File: src/rtl/core/tsdf_pkg.sv
// ----------------------------------------------------------------------------
// tsdf_pkg
// Shared types and constants of the text stream display filter.
// ----------------------------------------------------------------------------
package tsdf_pkg;

    localparam int NUMBER_DIGITS_DEFAULT = 6;
    localparam int COUNTER_DIGITS        = 6;
    localparam int QUEUE_DEPTH           = 4;
    localparam int CFG_INDEX_W           = 3;
    localparam int CFG_DATA_W            = 8;

    localparam logic [CFG_INDEX_W-1:0] CFG_NUMBER_NONBLANK  = 3'd0;
    localparam logic [CFG_INDEX_W-1:0] CFG_NUMBER_ALL       = 3'd1;
    localparam logic [CFG_INDEX_W-1:0] CFG_SHOW_ENDS        = 3'd2;
    localparam logic [CFG_INDEX_W-1:0] CFG_SQUEEZE_BLANK    = 3'd3;
    localparam logic [CFG_INDEX_W-1:0] CFG_SHOW_TABS        = 3'd4;
    localparam logic [CFG_INDEX_W-1:0] CFG_SHOW_NONPRINTING = 3'd5;

    localparam logic [7:0] CH_TAB    = 8'h09;
    localparam logic [7:0] CH_NL     = 8'h0A;
    localparam logic [7:0] CH_SPACE  = 8'h20;
    localparam logic [7:0] CH_DOLLAR = 8'h24;
    localparam logic [7:0] CH_DASH   = 8'h2D;
    localparam logic [7:0] CH_ZERO   = 8'h30;
    localparam logic [7:0] CH_QMARK  = 8'h3F;
    localparam logic [7:0] CH_I      = 8'h49;
    localparam logic [7:0] CH_M      = 8'h4D;
    localparam logic [7:0] CH_CARET  = 8'h5E;
    localparam logic [7:0] CH_DEL    = 8'h7F;

    localparam logic [23:0] COUNT_RESET = 24'h000001;

    typedef enum logic [1:0] {
        PFX_NONE       = 2'd0,
        PFX_CARET      = 2'd1,
        PFX_META       = 2'd2,
        PFX_META_CARET = 2'd3
    } pfx_t;

    typedef struct packed {
        logic number_nonblank;
        logic number_all;
        logic show_ends;
        logic squeeze_blank;
        logic show_tabs;
        logic show_nonprinting;
    } cfg_t;

    typedef struct packed {
        logic                          number;
        logic [4*COUNTER_DIGITS-1:0]   count;
        logic                          dollar;
        pfx_t                          pfx;
        logic [7:0]                    chr;
    } entry_t;

endpackage

File: src/rtl/core/tsdf_front.sv
// ----------------------------------------------------------------------------
// tsdf_front
// Accepts raw bytes, tracks line state and the BCD line counter, and
// classifies each byte into a request for the output sequencer.
// ----------------------------------------------------------------------------
module tsdf_front
    import tsdf_pkg::*;
#(
    parameter int NUMBER_DIGITS = NUMBER_DIGITS_DEFAULT
)
(
    input  logic       clk,
    input  logic       rst_n,
    input  cfg_t       cfg,
    input  logic       s_tvalid,
    output logic       s_tready,
    input  logic [7:0] s_tdata,
    output logic       q_push,
    output entry_t     q_data,
    input  logic       q_full
);

    localparam int LIVE = (NUMBER_DIGITS < COUNTER_DIGITS) ? NUMBER_DIGITS : COUNTER_DIGITS;

    logic                        last_nl_reg;
    logic                        before_nl_reg;
    logic [4*COUNTER_DIGITS-1:0] count_reg;
    logic [4*COUNTER_DIGITS-1:0] count_next;

    logic       accept;
    logic       is_nl;
    logic       drop;
    logic       escape;
    logic       all_nine;
    logic       carry;
    logic [3:0] dig;

    assign s_tready = !q_full;
    assign accept   = s_tvalid && s_tready;
    assign is_nl    = (s_tdata == CH_NL);
    assign drop     = cfg.squeeze_blank && is_nl && last_nl_reg && before_nl_reg;
    assign escape   = cfg.show_nonprinting || cfg.show_ends;
    assign q_push   = accept && !drop;

    always_comb
    begin
        q_data        = '0;
        q_data.count  = count_reg;
        q_data.number = last_nl_reg && (cfg.number_nonblank ? !is_nl : cfg.number_all);
        q_data.dollar = cfg.show_ends && is_nl;
        q_data.pfx    = PFX_NONE;
        q_data.chr    = s_tdata;
        if (cfg.show_tabs && s_tdata == CH_TAB)
        begin
            q_data.pfx = PFX_CARET;
            q_data.chr = CH_I;
        end
        else if (escape && s_tdata != CH_TAB && !is_nl
                 && !(s_tdata >= 8'd32 && s_tdata < 8'd127))
        begin
            if (s_tdata == CH_DEL)
            begin
                q_data.pfx = PFX_CARET;
                q_data.chr = CH_QMARK;
            end
            else if (s_tdata >= 8'd160)
            begin
                if (s_tdata == 8'd255)
                begin
                    q_data.pfx = PFX_META_CARET;
                    q_data.chr = CH_QMARK;
                end
                else
                begin
                    q_data.pfx = PFX_META;
                    q_data.chr = s_tdata - 8'd128;
                end
            end
            else if (s_tdata >= 8'd128)
            begin
                q_data.pfx = PFX_META_CARET;
                q_data.chr = s_tdata - 8'd64;
            end
            else
            begin
                q_data.pfx = PFX_CARET;
                q_data.chr = s_tdata + 8'd64;
            end
        end
    end

    // bcd increment over the live digits, saturating at all nines
    always_comb
    begin
        all_nine   = 1'b1;
        carry      = 1'b1;
        dig        = '0;
        count_next = count_reg;
        for (int k = 0; k < LIVE; k++)
        begin
            dig = count_reg[4*k +: 4];
            if (dig != 4'd9)
            begin
                all_nine = 1'b0;
            end
            if (carry)
            begin
                if (dig >= 4'd9)
                begin
                    count_next[4*k +: 4] = 4'd0;
                end
                else
                begin
                    count_next[4*k +: 4] = dig + 4'd1;
                    carry = 1'b0;
                end
            end
        end
        if (all_nine)
        begin
            count_next = count_reg;
        end
    end

    always_ff @(posedge clk or negedge rst_n)
    begin
        if (!rst_n)
        begin
            last_nl_reg   <= 1'b1;
            before_nl_reg <= 1'b0;
            count_reg     <= COUNT_RESET[4*COUNTER_DIGITS-1:0];
        end
        else if (q_push)
        begin
            before_nl_reg <= last_nl_reg;
            last_nl_reg   <= is_nl;
            if (q_data.number)
            begin
                count_reg <= count_next;
            end
        end
    end

endmodule

File: src/rtl/core/tsdf_queue.sv
// ----------------------------------------------------------------------------
// tsdf_queue
// Short register queue between the classifier and the output sequencer.
// ----------------------------------------------------------------------------
module tsdf_queue
    import tsdf_pkg::*;
#(
    parameter int WIDTH = 8,
    parameter int DEPTH = QUEUE_DEPTH
)
(
    input  logic             clk,
    input  logic             rst_n,
    input  logic             push,
    input  logic [WIDTH-1:0] wr_data,
    input  logic             pop,
    output logic [WIDTH-1:0] rd_data,
    output logic             empty,
    output logic             full
);

    localparam int PTR_W = (DEPTH > 1) ? $clog2(DEPTH) : 1;
    localparam int CNT_W = $clog2(DEPTH + 1);

    logic [WIDTH-1:0] mem_reg [DEPTH];
    logic [PTR_W-1:0] wr_ptr_reg;
    logic [PTR_W-1:0] rd_ptr_reg;
    logic [CNT_W-1:0] count_reg;

    assign empty   = (count_reg == '0);
    assign full    = (count_reg == CNT_W'(DEPTH));
    assign rd_data = mem_reg[rd_ptr_reg];

    always_ff @(posedge clk)
    begin
        if (push)
        begin
            mem_reg[wr_ptr_reg] <= wr_data;
        end
    end

    always_ff @(posedge clk or negedge rst_n)
    begin
        if (!rst_n)
        begin
            wr_ptr_reg <= '0;
            rd_ptr_reg <= '0;
            count_reg  <= '0;
        end
        else
        begin
            if (push)
            begin
                wr_ptr_reg <= (wr_ptr_reg == PTR_W'(DEPTH - 1)) ? '0 : wr_ptr_reg + 1'b1;
            end
            if (pop)
            begin
                rd_ptr_reg <= (rd_ptr_reg == PTR_W'(DEPTH - 1)) ? '0 : rd_ptr_reg + 1'b1;
            end
            if (push && !pop)
            begin
                count_reg <= count_reg + 1'b1;
            end
            else if (pop && !push)
            begin
                count_reg <= count_reg - 1'b1;
            end
        end
    end

endmodule

File: src/rtl/core/tsdf_back.sv
// ----------------------------------------------------------------------------
// tsdf_back
// Output sequencer: expands queue head into line number, tab, dollar, escape
// prefix and final byte to an output register, one per cycle unless stalled.
// ----------------------------------------------------------------------------
module tsdf_back
    import tsdf_pkg::*;
#(
    parameter int NUMBER_DIGITS = NUMBER_DIGITS_DEFAULT
)
(
    input  logic       clk,
    input  logic       rst_n,
    input  entry_t     q_data,
    input  logic       q_empty,
    output logic       q_pop,
    output logic       m_tvalid,
    input  logic       m_tready,
    output logic [7:0] m_tdata,
    output logic       m_tlast
);

    localparam int LIVE  = (NUMBER_DIGITS < COUNTER_DIGITS) ? NUMBER_DIGITS : COUNTER_DIGITS;
    localparam int DIG_W = (NUMBER_DIGITS > 1) ? $clog2(NUMBER_DIGITS) : 1;

    typedef enum logic [4:0] {
        PH_NUM    = 5'b00001,
        PH_TAB    = 5'b00010,
        PH_DOLLAR = 5'b00100,
        PH_PFX    = 5'b01000,
        PH_CHAR   = 5'b10000
    } phase_t;

    logic             busy_reg;
    phase_t           phase_reg;
    logic [DIG_W-1:0] dig_reg;
    logic             started_reg;
    logic [1:0]       pfx_idx_reg;
    logic             out_valid_reg;
    logic [7:0]       out_data_reg;
    logic             out_last_reg;

    phase_t           cur_phase;
    phase_t           next_phase;
    phase_t           after_dollar;
    logic [DIG_W-1:0] cur_dig;
    logic             cur_started;
    logic             started;
    logic [1:0]       cur_pfx_idx;
    logic             pfx_done;
    logic [3:0]       digits [NUMBER_DIGITS];
    logic [3:0]       dig;
    logic [7:0]       byte_out;
    logic             emit;

    assign emit     = !q_empty && (!out_valid_reg || m_tready);
    assign q_pop    = emit && (cur_phase == PH_CHAR);
    assign m_tvalid = out_valid_reg;
    assign m_tdata  = out_data_reg;
    assign m_tlast  = out_last_reg;

    always_comb
    begin
        for (int p = 0; p < NUMBER_DIGITS; p++)
        begin
            digits[p] = 4'd0;
        end
        for (int p = 0; p < LIVE; p++)
        begin
            digits[p] = q_data.count[4*p +: 4];
        end
    end

    always_comb
    begin
        after_dollar = (q_data.pfx != PFX_NONE) ? PH_PFX : PH_CHAR;
        if (busy_reg)
        begin
            cur_phase   = phase_reg;
            cur_dig     = dig_reg;
            cur_started = started_reg;
            cur_pfx_idx = pfx_idx_reg;
        end
        else
        begin
            cur_dig     = DIG_W'(NUMBER_DIGITS - 1);
            cur_started = 1'b0;
            cur_pfx_idx = 2'd0;
            if (q_data.number)
            begin
                cur_phase = PH_NUM;
            end
            else if (q_data.dollar)
            begin
                cur_phase = PH_DOLLAR;
            end
            else
            begin
                cur_phase = after_dollar;
            end
        end

        dig     = digits[cur_dig];
        started = cur_started || (dig != 4'd0) || (cur_dig == '0);

        case (q_data.pfx)
            PFX_CARET: pfx_done = 1'b1;
            PFX_META:  pfx_done = (cur_pfx_idx == 2'd1);
            default:   pfx_done = (cur_pfx_idx == 2'd2);
        endcase

        byte_out   = q_data.chr;
        next_phase = PH_CHAR;
        case (cur_phase)
            PH_NUM:
            begin
                byte_out   = started ? (CH_ZERO + {4'd0, dig}) : CH_SPACE;
                next_phase = (cur_dig == '0) ? PH_TAB : PH_NUM;
            end
            PH_TAB:
            begin
                byte_out   = CH_TAB;
                next_phase = q_data.dollar ? PH_DOLLAR : after_dollar;
            end
            PH_DOLLAR:
            begin
                byte_out   = CH_DOLLAR;
                next_phase = after_dollar;
            end
            PH_PFX:
            begin
                if (q_data.pfx == PFX_CARET || cur_pfx_idx == 2'd2)
                begin
                    byte_out = CH_CARET;
                end
                else if (cur_pfx_idx == 2'd0)
                begin
                    byte_out = CH_M;
                end
                else
                begin
                    byte_out = CH_DASH;
                end
                next_phase = pfx_done ? PH_CHAR : PH_PFX;
            end
            default:
            begin
                byte_out   = q_data.chr;
                next_phase = PH_CHAR;
            end
        endcase
    end

    always_ff @(posedge clk or negedge rst_n)
    begin
        if (!rst_n)
        begin
            busy_reg    <= 1'b0;
            phase_reg   <= PH_CHAR;
            dig_reg     <= '0;
            started_reg <= 1'b0;
            pfx_idx_reg <= 2'd0;
        end
        else if (emit)
        begin
            if (cur_phase == PH_CHAR)
            begin
                busy_reg <= 1'b0;
            end
            else
            begin
                busy_reg    <= 1'b1;
                phase_reg   <= next_phase;
                dig_reg     <= (cur_phase == PH_NUM) ? cur_dig - 1'b1 : cur_dig;
                started_reg <= (cur_phase == PH_NUM) ? started : cur_started;
                pfx_idx_reg <= (cur_phase == PH_PFX) ? cur_pfx_idx + 2'd1 : cur_pfx_idx;
            end
        end
    end

    always_ff @(posedge clk or negedge rst_n)
    begin
        if (!rst_n)
        begin
            out_valid_reg <= 1'b0;
        end
        else if (emit)
        begin
            out_valid_reg <= 1'b1;
        end
        else if (m_tready)
        begin
            out_valid_reg <= 1'b0;
        end
    end

    always_ff @(posedge clk)
    begin
        if (emit)
        begin
            out_data_reg <= byte_out;
            out_last_reg <= (cur_phase == PH_CHAR);
        end
    end

endmodule

File: src/rtl/core/text_stream_display_filter.sv
// ----------------------------------------------------------------------------
// text_stream_display_filter
// Turns a raw byte stream into its displayed form: line numbers, shown
// line ends and tabs, squeezed blank lines and escaped non-printing bytes.
//
//   channel   direction  handshake               payload
//   s_axis    in         s_axis_tvalid/tready    tdata: in_byte
//   m_axis    out        m_axis_tvalid/tready    tdata: out_byte, tlast: last_of_run
//   cfg       in         cfg_valid/cfg_ready     cfg_index, cfg_data bit 0
//
// one output byte per cycle from the sequencer unless m_axis stalls; an input byte
// expands into 1 to NUMBER_DIGITS + 5 output bytes
// the front takes one byte per cycle while the 4-entry queue has room
// a squeezed newline is accepted and gives no output
// reset restarts line state and counter, empties the queue and clears output valid at once
// ----------------------------------------------------------------------------
module text_stream_display_filter
    import tsdf_pkg::*;
#(
    parameter int NUMBER_DIGITS = NUMBER_DIGITS_DEFAULT
)
(
    input  logic                   clk,
    input  logic                   rst_n,
    input  logic                   s_axis_tvalid,
    output logic                   s_axis_tready,
    input  logic [7:0]             s_axis_tdata,  // in_byte
    output logic                   m_axis_tvalid,
    input  logic                   m_axis_tready,
    output logic [7:0]             m_axis_tdata,  // out_byte
    output logic                   m_axis_tlast,
    input  logic                   cfg_valid,
    output logic                   cfg_ready,
    input  logic [CFG_INDEX_W-1:0] cfg_index,
    input  logic [CFG_DATA_W-1:0]  cfg_data
);

    cfg_t   cfg_reg;
    logic   q_push;
    logic   q_pop;
    logic   q_empty;
    logic   q_full;
    entry_t q_wr_data;
    entry_t q_rd_data;

    assign cfg_ready = 1'b1;

    always_ff @(posedge clk or negedge rst_n)
    begin
        if (!rst_n)
        begin
            cfg_reg <= '0;
        end
        else if (cfg_valid && cfg_ready)
        begin
            case (cfg_index)
                CFG_NUMBER_NONBLANK:  cfg_reg.number_nonblank  <= cfg_data[0];
                CFG_NUMBER_ALL:       cfg_reg.number_all       <= cfg_data[0];
                CFG_SHOW_ENDS:        cfg_reg.show_ends        <= cfg_data[0];
                CFG_SQUEEZE_BLANK:    cfg_reg.squeeze_blank    <= cfg_data[0];
                CFG_SHOW_TABS:        cfg_reg.show_tabs        <= cfg_data[0];
                CFG_SHOW_NONPRINTING: cfg_reg.show_nonprinting <= cfg_data[0];
                default:              cfg_reg                  <= cfg_reg;
            endcase
        end
    end

    tsdf_front #(
        .NUMBER_DIGITS (NUMBER_DIGITS)
    ) u_front (
        .clk      (clk),
        .rst_n    (rst_n),
        .cfg      (cfg_reg),
        .s_tvalid (s_axis_tvalid),
        .s_tready (s_axis_tready),
        .s_tdata  (s_axis_tdata),
        .q_push   (q_push),
        .q_data   (q_wr_data),
        .q_full   (q_full)
    );

    tsdf_queue #(
        .WIDTH ($bits(entry_t)),
        .DEPTH (QUEUE_DEPTH)
    ) u_queue (
        .clk     (clk),
        .rst_n   (rst_n),
        .push    (q_push),
        .wr_data (q_wr_data),
        .pop     (q_pop),
        .rd_data (q_rd_data),
        .empty   (q_empty),
        .full    (q_full)
    );

    tsdf_back #(
        .NUMBER_DIGITS (NUMBER_DIGITS)
    ) u_back (
        .clk      (clk),
        .rst_n    (rst_n),
        .q_data   (q_rd_data),
        .q_empty  (q_empty),
        .q_pop    (q_pop),
        .m_tvalid (m_axis_tvalid),
        .m_tready (m_axis_tready),
        .m_tdata  (m_axis_tdata),
        .m_tlast  (m_axis_tlast)
    );

    a_no_push_when_full: assert property (@(posedge clk) disable iff (!rst_n)
        !(q_push && q_full))
        else $error("queue written while full");

    a_no_pop_when_empty: assert property (@(posedge clk) disable iff (!rst_n)
        !(q_pop && q_empty))
        else $error("queue read while empty");

    a_pop_marks_last: assert property (@(posedge clk) disable iff (!rst_n)
        q_pop |=> (m_axis_tvalid && m_axis_tlast))
        else $error("finished request did not end with a last byte");

    a_push_needs_accept: assert property (@(posedge clk) disable iff (!rst_n)
        q_push |-> (s_axis_tvalid && s_axis_tready))
        else $error("queue written without an accepted byte");

endmodule
File: config.mk
export PLATFORM = sky130hd
export DESIGN_NAME = text_stream_display_filter
export DESIGN_NICKNAME = d
export VERILOG_FILES = /design/src/rtl/core/tsdf_pkg.sv /design/src/rtl/core/tsdf_front.sv /design/src/rtl/core/tsdf_queue.sv /design/src/rtl/core/tsdf_back.sv /design/src/rtl/core/text_stream_display_filter.sv
export SDC_FILE = /design/constraint.sdc
export NUM_CORES = 1
export LEC_CHECK = 0
export ABC_CLOCK_PERIOD_IN_PS = 9450
export BUFFER_PORTS_ARGS = -buffer_cell sky130_fd_sc_hd__buf_2
export CORE_UTILIZATION = 45
export CTS_CLUSTER_DIAMETER = 50
export DETAILED_ROUTE_END_ITERATION = 6
export GPL_TIMING_DRIVEN = 0
export PLACE_DENSITY = 0.65
export SLEW_MARGIN = 15
export SYNTH_ARGS = -nofsm -noshare
export SYNTH_HDL_FRONTEND = slang
export SYNTH_SLANG_ARGS = --single-unit
File: constraint.sdc
create_clock -name clk -period 9.45 [get_ports clk]
set_input_delay 0 -clock clk [delete_from_list [all_inputs] [get_ports clk]]
set_output_delay 0 -clock clk [all_outputs]
set_load 0.005 [all_outputs]
# Word level (Yosys, flattened, before mapping)
# Memories as Yosys holds them, arrays and structs flattened.
# Cells that the tools add are included.
# word_totals
register_bits,61
mem_bits_rw,144
input_bits,24
mem_count,1
# op_classes
n_addsub,16
magnitude_cmp,11
eq_ne,28
muxes,58
bitwise_logic,3
reduce_logical,50
# memory_table
name,words,width,rd,rd_ports_with_merged_regs,wr,line_no,source
u_queue.mem_reg,4,36,1,0,1,tsdf_queue.sv:25,logic [WIDTH-1:0] mem_reg [DEPTH];
# op_table
operator,count
$mux 10,5
$mux 4,8
$pmux 8 s4,1
$ge 4x4->1 const B,7
$mux 5,5
$add 4x1->4 const B,6
$ne 4x4->1 const B,6
$mux 1,23
$pmux 5 s4,1
$reduce_and 4->1,5
$eq 8x4->1 const B,2
$ge 8x8->1 const B,2
$logic_and 1x1->1,16
$mux 8,2
$reduce_and 2->1,7
$bmux 4 s3,1
$mux 3,4
$mux 2,5
$eq 3x3->1 const B,3
$logic_not 3->1,3
$mux 9,1
$add 8x7->8 const B,1
$eq 2x2->1 const B,4
$eq 8x7->1 const B,1
other kinds (28),47

# Longest topological paths before layout
# An unclocked memory read counts as a cell.
# logic_depth
ltp_word,11
depth_mapped,15
ltp_nobuf,11

# Cells and area by module
# Synthesis repeated with hierarchy kept, for this count alone.
# hier_totals
hier_cells,622
area_unflattened_um2,9416.5
# by_module_without_submodules
module,instances,cells_each,area_per_inst_um2,seq_area_each_um2
tsdf_queue,1,225,5621.6,4499.3
tsdf_front,1,196,1775.5,653.1
tsdf_back,1,181,1709.1,596.8
text_stream_display_filter,1,20,310.3,150.1

# Worst setup path after synthesis
# OpenSTA, ideal clock, no wires.
# synth_path
kind,flip-flop to flip-flop
start,register u_queue.rd_ptr_reg[0]
end,register u_queue.count_reg[1]
t_arrival_ns,3.081
required_time_ns,9.325
path_slack_ns,6.245
path_stages_with_launch,13
path_buffers,3
cell_sequence,dfrtp_1 -> buf_4 -> buf_4 -> buf_2 -> mux4_2 -> inv_1 -> ha_1 -> a32o_1 -> nand2_1 -> ha_1 -> inv_1 -> fa_1 -> mux2_2
# synth_via
elab_chain_cells,11
word_cells_on_any_way,13
# synth_rtl
element,line_no,source
"start, declared",tsdf_queue.sv:27,logic [PTR_W-1:0] rd_ptr_reg;
"start signal, assigned",tsdf_queue.sv:58,rd_ptr_reg <= (rd_ptr_reg == PTR_W'(DEPTH - 1)) ? '0 : rd_ptr_reg + 1'b1;
$mem_v2 4x36 (*),-,
$reduce_bool 2->1,tsdf_back.sv:76,after_dollar = (q_data.pfx != PFX_NONE) ? PH_PFX : PH_CHAR;
$mux 5,tsdf_back.sv:76,
$mux 5,tsdf_back.sv:93,else if (q_data.dollar)
$mux 5 (*),tsdf_back.sv:89,if (q_data.number)
$mux 5 (*),tsdf_back.sv:77,if (busy_reg)
$eq 5x5->1 (*),tsdf_back.sv:57,assign q_pop = emit && (cur_phase == PH_CHAR);
$logic_and 1x1->1 (*),tsdf_back.sv:57,
$logic_not 1->1,tsdf_queue.sv:60,if (push && !pop)
$logic_and 1x1->1,tsdf_queue.sv:60,
$mux 3 / $reduce_bool 2->1 (equally long branches),-,
"end signal, assigned",tsdf_queue.sv:62,count_reg <= count_reg + 1'b1;
"end signal, assigned",tsdf_queue.sv:66,count_reg <= count_reg - 1'b1;
"end, declared",tsdf_queue.sv:28,logic [CNT_W-1:0] count_reg;
# Mark *: on every way between the ends. The rest lies on a longest branch, timed or not.
# A chain may end at the register's enable or synchronous reset.

# Final worst setup path
# layout_path
start,register u_queue.rd_ptr_reg[1]
end,register u_queue.count_reg[2]
# The elaborated chain is that of the path after synthesis.

==> impl_metrics.tcl <==
set metrics [dict create \
    rr_startpoint "u_queue.rd_ptr_reg[1]$_DFFE_PN0P_" \
    detail-route-antenna-nets 0 \
    cp-startpoint "u_queue.rd_ptr_reg[1]$_DFFE_PN0P_" \
    min_period_over_period_pct 41.1 \
    synth_mux_area_share_pct 9.86 \
    die_area_um2 21100 \
    grt_pass1_vias 5953 \
    synth_edf_count 153 \
    worstSetupPathType "reg2reg" \
    yosysWarningCount 0 \
    crit_fanout 10 \
    setup_viol 0 \
    synth_area_um2 9250 \
    fin_skew_ns 0.0138 \
    nets 783 \
    synth_seq_area_share_pct 63.8 \
    synth_most_common_cell "edfxtp_1" \
    fin_hold_ws_ns 0.0773 \
    cts_tree "done" \
    worst_pin_slew_ns 0.722 \
    drt_iter0_markers 395 \
    drc 0 \
    cp.arrival_ns 4.32 \
    synth_compound_area_share_pct 8.42 \
    wl_um 19600 \
    use_met2_pct 31.5 \
    grt_max_degree 53 \
    ioPinCount 36 \
    synth_nets 705 \
    antenna_found_initial 0 \
    synth_ff_type "edfxtp_1" \
    max_freq_mhz 257 \
    hp-class "in2async" \
    crit_slowest_cell "fa_1" \
    status "complete, no violations" \
    relSlewSlack_pct 51.9 \
    fp.dieW_um 145 \
    cts_max_level 1 \
    synth.distinct_cells 76 \
    synth.largest_area_cell "edfxtp_1" \
    cts.sinks 205 \
    gp_congestion 0.913 \
    largest_register_ffs 144 \
    cp.required_ns 9.89 \
    cts_resized 0 \
    syn_to_final_growth_pct 17.2 \
    routed_via_density 5.69 \
    start_util_pct 45.9 \
    cts.root.buffer_cell "clkbuf_16" \
    crit_path_start_kind "register" \
    firstDrtPassIters 5 \
    power_uw 3050 \
    peakVddDrop_uv 112 \
    cap_viol_max_count 0 \
    postSynth.asyncResetShare_pct 25.4 \
    synth_common_cells "153 x edfxtp_1, 49 x dfrtp_1, 47 x nand2_1" \
    crit_top_cell "buf_2" \
    ys_seq_elements 205 \
    netlist_instances 648 \
    clk_pin_slew_ns 0.06 \
    cts_buffer_depth 3 \
    core_um2 20200 \
    num_antenna_cells 0 \
    die_h_um 145 \
    grt_overflow 0 \
    path_cells "clkbuf_2 -> buf_2 -> buf_2 -> buf_2 -> mux4_2 -> inv_1 -> ha_1 -> a32o_1 -> nand2_1 -> ha_1 -> inv_1 -> fa_1 -> xor2_1 -> nor2_1 -> xor2_1" \
    fp-row-count 52 \
    rsz0062_at_grt "no" \
    hpwl_um 12900 \
    routedWlPerCell_um 19.3 \
    final_hold_viol_count 0 \
    setup-tns-final_ns 0 \
    cp_slowest_stage_delay_ns 0.43 \
    drv_slew 0 \
    post-cts-setup-buffers 0 \
    synth_top_family_by_area "simple AND/OR/NAND/NOR gates" \
    synth_top_area_share_pct 49.7 \
    grtUsageMet3_pct 2.32 \
    synthTopCellsByArea "edfxtp_1 50%, dfrtp_1 13%, mux4_2 6.3%, ha_1 4.3%, mux2i_1 1.9%" \
    synth-adder-area-share_pct 4.54 \
    vias 5769 \
    leakage_uw 0.00402 \
    track_usage_pct 19.1 \
    gr-usage-met1_pct 26.3 \
    fin_crit_ns 3.89 \
    synth-xor-area-share_pct 0.473 \
    syn-mean-instance-area_um2 14.3 \
    cts_made_buffers 25 \
    grt_pass1_wl_um 31800 \
    layout-drive-gt1-share_pct 19.0 \
    port_buffers 27 \
    critical_path.endpoint_type "register" \
    clk_latency_ns 0.51 \
    power.density_nw_per_um2 281 \
    synth_simple_gate_area_share_pct 10.0 \
    top_usage_layer "met2" \
]
[metrics by stage]
step / cells / instance area (µm²) / utilization [%] / setup WS [ns]
floorplan: 648 / 9250 / - / 6.24
global placement: 945 / 9730 / 48.2 / 5.58
detailed placement: 949 / 9820 / 48.7 / 5.55
CTS: 1014 / 10800 / 53.8 / 5.52
global route: 1014 / 10800 / 53.8 / 5.24
finish: 1014 / 10800 / 53.8 / 5.56
[final cells by class]
class,instances,area [µm²]
Fill cell,1669,9320
Tap cell,270,338
Clock inverter,12,131
Inverter,38,143
Buffer,25,124
Timing Repair Buffer,51,425
Sequential cell,205,5900
Multi-Input combinational cell,380,3090
Clock buffer,33,696
[what timing repair did]
action | CTS | global route
setup endpoints to repair | 0 | 0
hold endpoints to repair | 97 | 0
hold buffers | 20 | 0
[power by group]
part           leakage (µW)  internal (µW)  total (µW)  switching, µW
Clock              0.000410            576         946            370
Combinational       0.00157            359         891            533
Sequential          0.00204           1150        1210           64.0
[per-layer routing]
| layer | share of wire (%) | routed length (µm) |
|---|---|---|
| met2 | 48 | 9470 |
| met4 | 2.9 | 575 |
| met3 | 4.7 | 927 |
| met5 | 0 | 0 |
| met1 | 44 | 8640 |
[critical path, delay by kind of cell (launching register included)]
kind,cells,cell delay [ns]
AO/OA/AOI/OAI,1,0.28
XOR/XNOR,2,0.33
adder cells (fa/ha/maj),3,0.91
buffers and inverters,6,1.31
flip-flops,1,0.35
multiplexers,1,0.29
AND/OR/NAND/NOR,2,0.34
[worst paths after layout]
check	end	slack, ns	cells after the start
hold / removal	u_front.count_reg[19]$_DFFE_PN0P_	0.08	2
setup reg to reg	u_queue.count_reg[2]$_DFFE_PN0P_	5.56	15
min in group clk	u_back.m_tvalid$_DFFE_PN0P_	0.28	5
max in group asynchronous	u_back.phase_reg[1]$_DFFE_PN0P_	8.86	2
setup / recovery	u_queue.count_reg[2]$_DFFE_PN0P_	5.56	15
hold reg to reg	u_queue.count_reg[2]$_DFFE_PN0P_	0.49	1
[cell usage in the layout, fill, tap and decap left out, types with 6 or more instances in the layout]
| master | n |
|---|---|
| inv_1 | 38 |
| nand2_1 | 47 |
| dfrtp_1 | 49 |
| nand3_1 | 17 |
| clkbuf_16 | 25 |
| a21oi_1 | 14 |
| mux4_2 | 26 |
| o211ai_1 | 8 |
| o21ai_0 | 28 |
| edfxtp_1 | 153 |
| nand4b_1 | 6 |
| nand4_1 | 9 |
| buf_4 | 6 |
| nor2b_1 | 6 |
| mux2i_1 | 18 |
| ha_1 | 32 |
| nand2b_1 | 9 |
| buf_2 | 34 |
| a31oi_1 | 8 |
| nand3b_1 | 8 |
| clkbuf_1 | 13 |
| mux2_2 | 12 |
| nor3_1 | 7 |
| nor2_1 | 31 |
| dlygate4sd3_1 | 20 |
[logic make-up (layout without fill, tap and decap cells)]
| logic type | Yosys count | after routing |
|---|---|---|
| AND/OR/NAND/NOR | 171 | 171 |
| buffers and inverters | 63 | 159 |
| flip-flops | 205 | 205 |
| AO/OA/AOI/OAI | 113 | 113 |
| XOR/XNOR | 5 | 5 |
| multiplexers | 57 | 57 |
| other | 1 | 1 |
| adder cells (fa/ha/maj) | 33 | 33 |
(Power assumes the default switching activity.)
